### src/rtl/rqa_pkg.sv
// shared constants, codes and types for the resource quota accountant
package rqa_pkg;

    localparam int NUM_TYPES_DEF = 3;
    localparam int MAX_TYPES     = 3;
    localparam int CNT_W         = 31;
    localparam int AMT_W         = 32;
    localparam int CFG_IDX_W     = 2;

    localparam logic [CNT_W-1:0] CNT_MAX = {CNT_W{1'b1}};

    typedef enum logic [1:0] {
        ACT_DEBIT  = 2'd0,
        ACT_CREDIT = 2'd1,
        ACT_ADJUST = 2'd2
    } action_t;

    typedef enum logic [2:0] {
        ST_OK           = 3'd0,
        ST_LIMIT        = 3'd1,
        ST_BAD_TYPE     = 3'd2,
        ST_NEG_AMOUNT   = 3'd3,
        ST_UNDERFLOW    = 3'd4,
        ST_REF_NEGATIVE = 3'd5,
        ST_RELEASE_BUSY = 3'd6
    } status_t;

    typedef enum logic [CFG_IDX_W-1:0] {
        REG_LIMIT_ZERO = 2'd0,
        REG_LIMIT_ONE  = 2'd1,
        REG_LIMIT_TWO  = 2'd2,
        REG_BYPASS     = 2'd3
    } cfg_reg_t;

endpackage

### src/rtl/resource_quota_accountant_unit.sv
// top level: usage and reference count accounting with per-type limits
// each item passes through an input register and then a result register
// throughput: one item per cycle unless out_ready stalls; the single-pass update of the usage
// registers and the reference count sets this, each item sees the state left by the one before
// reset: usage counters clear to zero, reference count to one, limits and bypass to zero
// reset is asynchronous and active low; no clearing pass is needed
module resource_quota_accountant_unit #(
    parameter int NUM_TYPES = rqa_pkg::NUM_TYPES_DEF
) (
    input  logic                          clk,
    input  logic                          rst_n,
    input  logic                          cfg_wr_en,
    input  logic [rqa_pkg::CFG_IDX_W-1:0] cfg_index,
    input  logic [rqa_pkg::CNT_W-1:0]     cfg_data,
    input  logic                          in_valid,
    output logic                          in_ready,
    input  logic [1:0]                    action,
    input  logic [1:0]                    resource_type,
    input  logic signed [rqa_pkg::AMT_W-1:0] amount,
    input  logic signed [rqa_pkg::AMT_W-1:0] refcount_delta,
    output logic                          out_valid,
    input  logic                          out_ready,
    output logic                          granted,
    output logic [2:0]                    status,
    output logic [rqa_pkg::CNT_W-1:0]     refcount_now,
    output logic                          released
);

    localparam int CW = rqa_pkg::CNT_W;
    localparam int AW = rqa_pkg::AMT_W;

    // input stage
    logic                 in_valid_reg;
    logic [1:0]           action_reg;
    logic [1:0]           type_reg;
    logic [AW-1:0]        amount_reg;
    logic [AW-1:0]        delta_reg;

    // result stage
    logic                 out_valid_reg;
    logic                 granted_reg;
    rqa_pkg::status_t     status_reg;
    logic [CW-1:0]        refcount_now_reg;
    logic                 released_reg;

    // accounting state and configuration
    logic [CW-1:0]        usage_reg [NUM_TYPES];
    logic [CW-1:0]        refcount_reg;
    logic [CW-1:0]        limit_reg [rqa_pkg::MAX_TYPES];
    logic                 bypass_reg;

    logic                 advance;
    logic                 fire;

    logic                 granted_next;
    rqa_pkg::status_t     status_next;
    logic                 released_next;
    logic [CW-1:0]        refcount_next;
    logic                 usage_we;
    logic [CW-1:0]        usage_next;

    logic                 type_ok;
    logic [CW-1:0]        use_sel;
    logic [CW-1:0]        lim_sel;
    logic                 others_nz;
    logic                 any_nz;
    logic [CW:0]          debit_sum;
    logic [CW-1:0]        credit_diff;
    logic [CW+1:0]        rc_sum;
    logic                 rc_neg;
    logic                 rc_zero;
    logic [CW-1:0]        rc_sat;

    assign advance  = !out_valid_reg || out_ready;
    assign in_ready = !in_valid_reg || advance;
    assign fire     = in_valid_reg && advance;

    assign out_valid    = out_valid_reg;
    assign granted      = granted_reg;
    assign status       = status_reg;
    assign refcount_now = refcount_now_reg;
    assign released     = released_reg;

    // operand selection
    always_comb
    begin
        type_ok   = (int'(type_reg) < NUM_TYPES);
        use_sel   = '0;
        lim_sel   = '0;
        others_nz = 1'b0;
        any_nz    = 1'b0;
        for (int i = 0; i < NUM_TYPES; i++)
        begin
            if (type_reg == 2'(i))
            begin
                use_sel = usage_reg[i];
            end
            else if (usage_reg[i] != '0)
            begin
                others_nz = 1'b1;
            end
            if (usage_reg[i] != '0)
            begin
                any_nz = 1'b1;
            end
        end
        for (int i = 0; i < rqa_pkg::MAX_TYPES; i++)
        begin
            if (type_reg == 2'(i))
            begin
                lim_sel = limit_reg[i];
            end
        end
    end

    assign debit_sum   = {1'b0, use_sel} + {1'b0, amount_reg[CW-1:0]};
    assign credit_diff = use_sel - amount_reg[CW-1:0];
    assign rc_sum      = {2'b00, refcount_reg} + {{2{delta_reg[AW-1]}}, delta_reg[CW-1:0]};
    assign rc_neg      = rc_sum[CW+1];
    assign rc_zero     = (rc_sum == '0);
    assign rc_sat      = (rc_sum[CW+1:CW] != 2'b00) ? rqa_pkg::CNT_MAX : rc_sum[CW-1:0];

    // request evaluation
    always_comb
    begin
        granted_next  = 1'b0;
        status_next   = rqa_pkg::ST_OK;
        released_next = 1'b0;
        refcount_next = refcount_reg;
        usage_we      = 1'b0;
        usage_next    = use_sel;
        unique case (action_reg)
            rqa_pkg::ACT_ADJUST:
            begin
                priority if (bypass_reg)
                begin
                    granted_next = 1'b1;
                end
                else if (rc_neg)
                begin
                    status_next = rqa_pkg::ST_REF_NEGATIVE;
                end
                else if (rc_zero && any_nz)
                begin
                    status_next = rqa_pkg::ST_RELEASE_BUSY;
                end
                else
                begin
                    granted_next  = 1'b1;
                    refcount_next = rc_sat;
                    released_next = rc_zero;
                end
            end
            rqa_pkg::ACT_DEBIT,
            rqa_pkg::ACT_CREDIT:
            begin
                priority if (!type_ok)
                begin
                    status_next = rqa_pkg::ST_BAD_TYPE;
                end
                else if (amount_reg[AW-1])
                begin
                    status_next = rqa_pkg::ST_NEG_AMOUNT;
                end
                else if (bypass_reg)
                begin
                    granted_next = 1'b1;
                end
                else if (action_reg == rqa_pkg::ACT_DEBIT)
                begin
                    if (debit_sum > {1'b0, lim_sel})
                    begin
                        status_next = rqa_pkg::ST_LIMIT;
                    end
                    else
                    begin
                        granted_next = 1'b1;
                        usage_we     = 1'b1;
                        usage_next   = debit_sum[CW-1:0];
                        if (refcount_reg != rqa_pkg::CNT_MAX)
                        begin
                            refcount_next = refcount_reg + CW'(1);
                        end
                    end
                end
                else
                begin
                    priority if (amount_reg[CW-1:0] > use_sel)
                    begin
                        status_next = rqa_pkg::ST_UNDERFLOW;
                    end
                    else if (rc_neg)
                    begin
                        status_next = rqa_pkg::ST_REF_NEGATIVE;
                    end
                    else if (rc_zero && (others_nz || (credit_diff != '0)))
                    begin
                        status_next = rqa_pkg::ST_RELEASE_BUSY;
                    end
                    else
                    begin
                        granted_next  = 1'b1;
                        usage_we      = 1'b1;
                        usage_next    = credit_diff;
                        refcount_next = rc_sat;
                        released_next = rc_zero;
                    end
                end
            end
            default:
            begin
                status_next = rqa_pkg::ST_BAD_TYPE;
            end
        endcase
    end

    // input register
    always_ff @(posedge clk or negedge rst_n)
    begin
        if (!rst_n)
        begin
            in_valid_reg <= 1'b0;
        end
        else if (in_ready)
        begin
            in_valid_reg <= in_valid;
        end
    end

    always_ff @(posedge clk)
    begin
        if (in_ready && in_valid)
        begin
            action_reg <= action;
            type_reg   <= resource_type;
            amount_reg <= amount;
            delta_reg  <= refcount_delta;
        end
    end

    // result register
    always_ff @(posedge clk or negedge rst_n)
    begin
        if (!rst_n)
        begin
            out_valid_reg <= 1'b0;
        end
        else if (advance)
        begin
            out_valid_reg <= in_valid_reg;
        end
    end

    always_ff @(posedge clk)
    begin
        if (fire)
        begin
            granted_reg      <= granted_next;
            status_reg       <= status_next;
            refcount_now_reg <= refcount_next;
            released_reg     <= released_next;
        end
    end

    // accounting state
    always_ff @(posedge clk or negedge rst_n)
    begin
        if (!rst_n)
        begin
            for (int i = 0; i < NUM_TYPES; i++)
            begin
                usage_reg[i] <= '0;
            end
            refcount_reg <= CW'(1);
        end
        else if (fire)
        begin
            refcount_reg <= refcount_next;
            for (int i = 0; i < NUM_TYPES; i++)
            begin
                if (usage_we && (type_reg == 2'(i)))
                begin
                    usage_reg[i] <= usage_next;
                end
            end
        end
    end

    // configuration registers
    always_ff @(posedge clk or negedge rst_n)
    begin
        if (!rst_n)
        begin
            for (int i = 0; i < rqa_pkg::MAX_TYPES; i++)
            begin
                limit_reg[i] <= '0;
            end
            bypass_reg <= 1'b0;
        end
        else if (cfg_wr_en)
        begin
            unique case (cfg_index)
                rqa_pkg::REG_LIMIT_ZERO: limit_reg[0] <= cfg_data;
                rqa_pkg::REG_LIMIT_ONE:  limit_reg[1] <= cfg_data;
                rqa_pkg::REG_LIMIT_TWO:  limit_reg[2] <= cfg_data;
                rqa_pkg::REG_BYPASS:     bypass_reg   <= cfg_data[0];
                default:                 bypass_reg   <= bypass_reg;
            endcase
        end
    end

    // a granted result always reports ok
    assert property (@(posedge clk) disable iff (!rst_n)
        out_valid_reg && granted_reg |-> status_reg == rqa_pkg::ST_OK)
        else $error("granted result with error status");

    // release means a granted item that left the count at zero
    assert property (@(posedge clk) disable iff (!rst_n)
        out_valid_reg && released_reg |-> granted_reg && refcount_now_reg == '0)
        else $error("release without zero count");

    // a refused request leaves the reference count alone
    assert property (@(posedge clk) disable iff (!rst_n)
        fire && !granted_next |=> $stable(refcount_reg))
        else $error("refused request changed reference count");

    // bypass mode tracks nothing
    assert property (@(posedge clk) disable iff (!rst_n)
        fire && bypass_reg |=> $stable(refcount_reg) && !$past(usage_we))
        else $error("state changed in bypass mode");

    // reported count matches the state it leaves behind
    assert property (@(posedge clk) disable iff (!rst_n)
        fire |=> refcount_now_reg == refcount_reg)
        else $error("reported count differs from state");

endmodule
### config.mk
export PLATFORM = sky130hd
export DESIGN_NAME = resource_quota_accountant_unit
export DESIGN_NICKNAME = d
export VERILOG_FILES = /design/src/rtl/rqa_pkg.sv /design/src/rtl/resource_quota_accountant_unit.sv
export SDC_FILE = /design/constraint.sdc
export NUM_CORES = 1
export LEC_CHECK = 0
export BUFFER_PORTS_ARGS = -buffer_cell sky130_fd_sc_hd__buf_2
export CORE_UTILIZATION = 30
export CTS_BUF_LIST = sky130_fd_sc_hd__clkbuf_16
export CTS_CLUSTER_DIAMETER = 80
export DETAILED_ROUTE_END_ITERATION = 10
export PLACE_DENSITY = 0.57
export RECOVER_POWER = 50
export SYNTH_ARGS = -nofsm -noshare
export SYNTH_HDL_FRONTEND = slang
export SYNTH_SLANG_ARGS = --single-unit
### constraint.sdc
create_clock -name clk -period 9.65 [get_ports clk]
set_input_delay 0 -clock clk [delete_from_list [all_inputs] [get_ports clk]]
set_output_delay 0 -clock clk [all_outputs]
set_load 0.005 [all_outputs]
# Word level (Yosys, flattened, before mapping)
# Index checks and enable logic that the tools add are counted.
dict set report word_totals {
  wordCells 138
  out_inout_bits 38
  input_bits 106
  register_bits 324
}
dict set report classes {
  n_addsub 4
  n_mux 76
  magnitude_cmp 3
  n_eq_ne 8
  n_reduce_logical 29
}
# op count
set ops {}
lappend ops {{$mux 31} 28}
lappend ops {{$reduce_bool 31->1} 4}
lappend ops {{$pmux 31 s2} 1}
lappend ops {{$mux 1} 34}
lappend ops {{$add 32x32->33} 1}
lappend ops {{$logic_not 33->1} 1}
lappend ops {{$add 31x31->32} 1}
lappend ops {{$gt 32x31->1} 1}
lappend ops {{$add 31x1->31 const B} 1}
lappend ops {{$gt 31x31->1} 1}
lappend ops {{$ne 31x31->1 const B} 1}
lappend ops {{$sub 31x31->31} 1}
lappend ops {{$mux 3} 10}
lappend ops {{$reduce_and 2->1} 7}
lappend ops {{$eq 2x2->1 const B} 4}
lappend ops {{$logic_and 1x1->1} 7}
lappend ops {{$eq 2x1->1 const B} 3}
lappend ops {{$logic_not 2->1} 3}
lappend ops {{$pmux 3 s2} 1}
lappend ops {{$pmux 1 s2} 2}
lappend ops {{$logic_or 1x1->1} 3}
lappend ops {{$logic_not 1->1} 2}
lappend ops {{$lt 2x2->1 const B} 1}
lappend ops {{$reduce_bool 2->1} 1}
lappend ops {{$reduce_or 2->1} 1}

# Logic depth before layout (Yosys ltp)
dict set report logic_depth {
  depth_word 19
  depth_mapped 38
  mapped_depth_nobuf 32
}

# Least setup slack after synthesis
# Ideal clock, no wire load.
dict set report synth_timing {
  kind {reg-to-reg}
  startpoint {register type_reg[0]}
  endpoint {register usage_reg[17] (netlist name)}
  path_buffers 9
  path_slack_ns 1.760
  setup_time_ns 0.125
  required_ns 9.525
  path_stages_with_launch 34
  arrival_time_ns 7.766
  cell_sequence {edfxtp_1 -> buf_1 -> clkbuf_1 -> clkbuf_1 -> clkbuf_1 -> buf_1 -> mux2i_1 -> o21ai_0 -> ha_1 -> buf_2 -> inv_1 -> a21oi_1 -> o31ai_1 -> nor2_1 -> o31ai_1 -> a41oi_1 -> o21bai_1 -> a21oi_1 -> xor2_1 -> ha_1 -> nand4_1 -> nor4_1 -> nand3_1 -> a31oi_1 -> o31ai_1 -> nor3_1 -> clkbuf_1 -> clkbuf_1 -> clkbuf_1 -> nor2_1 -> a31oi_1 -> nor2_1 -> a221o_1 -> mux2_2}
}
dict set report synth_between {
  elab_chain_len 18
  elab_cells_between_ends 42
  cone_classes {add/sub (2); order compare (3); eq/ne (2); mux (29); reduce/logical (6)}
}
# item line
set synth_rtl {}
lappend synth_rtl {{from (decl)} resource_quota_accountant_unit.sv:35} ;# logic [1:0] type_reg;
lappend synth_rtl {{from (signal assigned)} resource_quota_accountant_unit.sv:235} ;# type_reg <= resource_type;
lappend synth_rtl {{parallel branches: the longest is 18 deep, another holds $add 31x31->32} -}
lappend synth_rtl {{to (signal, indexed assignment)} resource_quota_accountant_unit.sv:283} ;# usage_reg[i] <= usage_next;
lappend synth_rtl {{to (decl)} resource_quota_accountant_unit.sv:47} ;# logic [CW-1:0] usage_reg [NUM_TYPES];
# Parallel ways; which one is timed is not known.
# A chain may end at the register's enable or synchronous reset.

# Final worst setup path
dict set report layout_timing {
  startpoint {register type_reg[0]}
  endpoint {register refcount_now_reg[4], in the netlist refcount_now[4] (data pin)}
}
dict set report layout_between {
  elab_chain_len 16
  elab_cells_between_ends 31
  cone_classes {add/sub (2); order compare (3); eq/ne (2); mux (20); reduce/logical (4)}
}
# item line
set layout_rtl {}
lappend layout_rtl {{parallel branches: the longest is 14 deep, another holds $add 31x31->32} -}
lappend layout_rtl {{$mux 31 *} resource_quota_accountant_unit.sv:157} ;# priority if (!type_ok)
lappend layout_rtl {{$pmux 31 s2 *} resource_quota_accountant_unit.sv:132} ;# unique case (action_reg)
lappend layout_rtl {{via refcount_next[4]} resource_quota_accountant_unit.sv:58} ;# logic [CW-1:0] refcount_next;
lappend layout_rtl {{to (signal assigned)} resource_quota_accountant_unit.sv:260} ;# refcount_now_reg <= refcount_next;
lappend layout_rtl {{to (decl)} resource_quota_accountant_unit.sv:43} ;# logic [CW-1:0] refcount_now_reg;
# Mark *: on every way through the listed nets, which the timed path passes.

==> metrics.md <==
| Metric | Value |
|---|---|
| PD cells | `226 mW/mm²` |
| CTS Buffer Depth | `3` |
| Drt total wl | `87100 µm` |
| DR pass1 iterations | `8` |
| Final Hold Fails | `0` |
| Vias in the first global route | `roughly 21k` |
| Share of total power in the clock network | `approximately a quarter` |
| Area after DPL | `0.0254 mm²` |
| Worst r2r path cells | `28` |
| Seq/Total Area, Yosys | `36.5%` |
| Gate power share | `44.1%` |
| Initial antenna violation count | `1` |
| Largest net degree at the start of global routing | `103` |
| DR DRC count | `0` |
| Max-cap violations | `5` |
| Worst hold path type | `input pin to flop` |
| Startpoint Class | `flop` |
| Ys async rst share | `67.9%` |
| Synth warn | `0` |
| Post-synthesis area per instance | `8.98 µm²` |
| Actual slew at the worst max-slew pin | `5570 ps` |
| Critical path launch point | `type_reg[0]` |
| WL/cell | `approximately 22 µm` |
| Worst Clk Skew | `36.9 ps` |
| RSZ-0062 raised after global routing | `false` |
| DRT iter0 DRCs | `2250` |
| Mapped Area | `about 0.024 mm²` |
| Sequential power share | `31.6%` |
| Reg clk slew, reported paths | `70 ps` |
| Final core occ | `between 30% and 40%` |
| Clock tree from TritonCTS | `yes` |
| RR Startpoint | `type_reg[0]` |
| HPWL after DPL | `64500 µm` |
| Status | `complete, but fails checks` |
| Slew headroom | `-271%` |
| Net Sw Power | `0.00270 W` |
| Gr ovfl total | `0` |
| Crit end category | `flop` |
| Hold WS | `125 ps` |
| Setup bufs post-CTS | `0` |
| First-pass GRT wire length | `approximately 130000 µm` |
| Yosys reg bits | `324` |
| Placer Congestion | `~0.96` |
| Antenna Nets Post-Route | `0` |
| Core area | `just under 0.08 mm²` |
| Final Instance Area | `0.0277 mm²` |
| DR vias | `21.7k` |
| CTS Buf Count | `40` |
| Final worst slack | `1240 ps` |
| Vias/cell | `5.59` |
| Share of post-route cells with drive strength above 1 | `a little over an eighth` |
| Max IR drop VDD | `0.137 mV` |
| # rows | `102` |
| Synth unique cells | `114` |
| Worst-Skew Late Latency | `600 ps` |
| Die H | `283 µm` |
| Critical path type | `flop to flop` |
| Worst Min Path Start | `action[0]` |
| Hold Path Stages | `2` |
| Port Buffers | `143` |
| Period utilization | `87.1%` |
| Top cell by count, worst path | `o21ai_0` |
| Post-placement worst setup slack | `1440 ps` |
| Worst Path Arrival | `8730 ps` |
| P_leak | `11.3 nW` |
| Final #Nets | `3050` |
| Sw frac | `43.2%` |
| Synth Net Count | `2867` |
| Slew Limit Fails | `roughly 260` |
| Internal power | `0.00355 W` |
| Initial Utilization | `30.4%` |
| Min Tclk post-route | `8410 ps` |
| Worst EP required | `9970 ps` |
| Layout-stage area growth over the synthesis result | `17.0%` |
| CP max stage cell | `buf_4` |
| ANT cells | `0` |
| Root buffer cell | `clkbuf_16` |
| Top Ports | `around 140` |
| Number of synthesized flops with an enable pin | `104` |
| CTS resizes | `0` |
| Worst-path maximum fanout | `46` |
| Setup TNS | `0 ps` |
| Fmax | `119 MHz` |
| Filler instances | `a little under 8k` |
| Final setup viols | `0` |
| H-tree Lvls | `2` |
| Die X | `283 µm` |
| Worst path max stage delay | `a little under 700 ps` |
| Main flop type after synthesis | `dfrtp_1` |
| Global Route Usage Sum | `21.7%` |
| Num Clock Sinks | `about 320` |
| Syn Inst Count | `between 2k and 3k` |
| Failing checks | `capacitance limit, slew limit` |
| Die area | `0.0799 mm²` |
-- layer usage --
layer	up-vias	part of all wire, %	GRT usage, %
met3	176	6.3	3.28
met4	2	3.9	8.36
met2	839	46	35.5
li1	10100	-	-
met5	-	0.015	0
met1	10600	43	28.6
-- synthesized netlist by cell type (22+ instances only) --
library cell | instances | area share [%]
o21a_1 | 23 | 0.73
ha_1 | 125 | 6.6
a21oi_1 | 253 | 5.4
inv_1 | 93 | 1.5
xor2_1 | 22 | 0.82
nor2b_1 | 42 | 1.1
nand2_1 | 196 | 3.1
nor4_1 | 42 | 1.1
nand4_1 | 48 | 1.3
o21ai_0 | 110 | 2.3
nor2_1 | 282 | 4.5
mux2_2 | 142 | 6.8
a31oi_1 | 31 | 0.82
dfrtp_1 | 219 | 23
nand2b_1 | 36 | 0.95
buf_2 | 38 | 0.80
or3_1 | 23 | 0.61
nand3_1 | 67 | 1.4
nor3_1 | 62 | 1.3
clkbuf_1 | 91 | 1.4
edfxtp_1 | 104 | 13
xnor2_1 | 60 | 2.2
mux2i_1 | 80 | 3.4
-- power by group through the flow --
stage	combinational [W]	sequential [W]	clock, W
global route	0.00300	0.00200	0.00161
finish	0.00275	0.00197	0.00152
global placement	0.00266	0.00199	0
detailed placement	0.00267	0.00199	0
floorplan	0.00193	0.00182	0
CTS	0.00271	0.00196	0.00156
-- cell type report --
class | count | area [µm²] | share of cell area (%)
clock inverters | 33 | 267 | 0.963
well taps | 1040 | 1300 | 4.70
flip-flops and latches | 324 | 8630 | 31.2
inverters | 97 | 364 | 1.32
multi-input cells | 2060 | 14100 | 50.8
clock buffers | 41 | 1030 | 3.71
repair buffers | 293 | 2020 | 7.29
-- worst max-delay path, delay by kind of cell, from the launching register on --
family                     cells  cell delay (ps)
AOI/OAI and AO/OA             12             3030
xor gates and xnor gates       2              360
adders and majority gates      2              780
buffers and inverters          2             1110
DFF                            1              470
muxes                          1              160
and+or+nand+nor                9             2140
-- worst paths after layout --
check                      slack (ps)               end
hold / removal                    120     action_reg[0]
setup / recovery                 1240   refcount_now[4]
max in group asynchronous        2090  refcount_reg[27]
setup reg to reg                 1240   refcount_now[4]
hold reg to reg                   490         out_valid
min in group asynchronous        2040      limit_reg[8]
-- through the flow --
| step | cells | total power, W |
|---|---|---|
| floorplan | 2633 | 0.00375 |
| global placement | 3708 | 0.00465 |
| detailed placement | 3708 | 0.00465 |
| CTS | 3888 | 0.00623 |
| global route | 3888 | 0.00661 |
| finish | 3888 | 0.00624 |
-- cell families after synthesis --
| group | after synthesis | synth area share (%) |
|---|---|---|
| buffers and inverters | 249 | 4.26 |
| AO/OA/AOI/OAI | 701 | 19.3 |
| flip-flops | 324 | 36.5 |
| adder cells (fa/ha/maj) | 128 | 6.87 |
| XOR/XNOR | 82 | 3.04 |
| multiplexers | 228 | 10.4 |
| AND/OR/NAND/NOR | 921 | 19.6 |
-- what timing repair did --
action                                  4_1_cts  5_1_grt
endpoints found under the hold margin       265        0
endpoints found under the setup margin        0        0
hold buffers                                106        0
-- cells in the final DEF, fill, tap and decap left out, types with 30 or more instances in the layout --
cell type and n:
xnor2_1 60, inv_1 103, buf_2 82, nand2_1 196, clkbuf_1 65, a31oi_1 30, a21oi_1 253, dlygate4sd3_1 106
nor2_1 280, edfxtp_1 104, nand3_1 67, nor3_1 60, ha_1 125, mux2i_1 80, dfrtp_1 219, o21ai_0 110
buf_4 40, clkbuf_16 41, nand4_1 48, mux2_2 142, nand2b_1 36, nor4_1 41, nor2b_1 41
(Power assumes the default switching activity.)
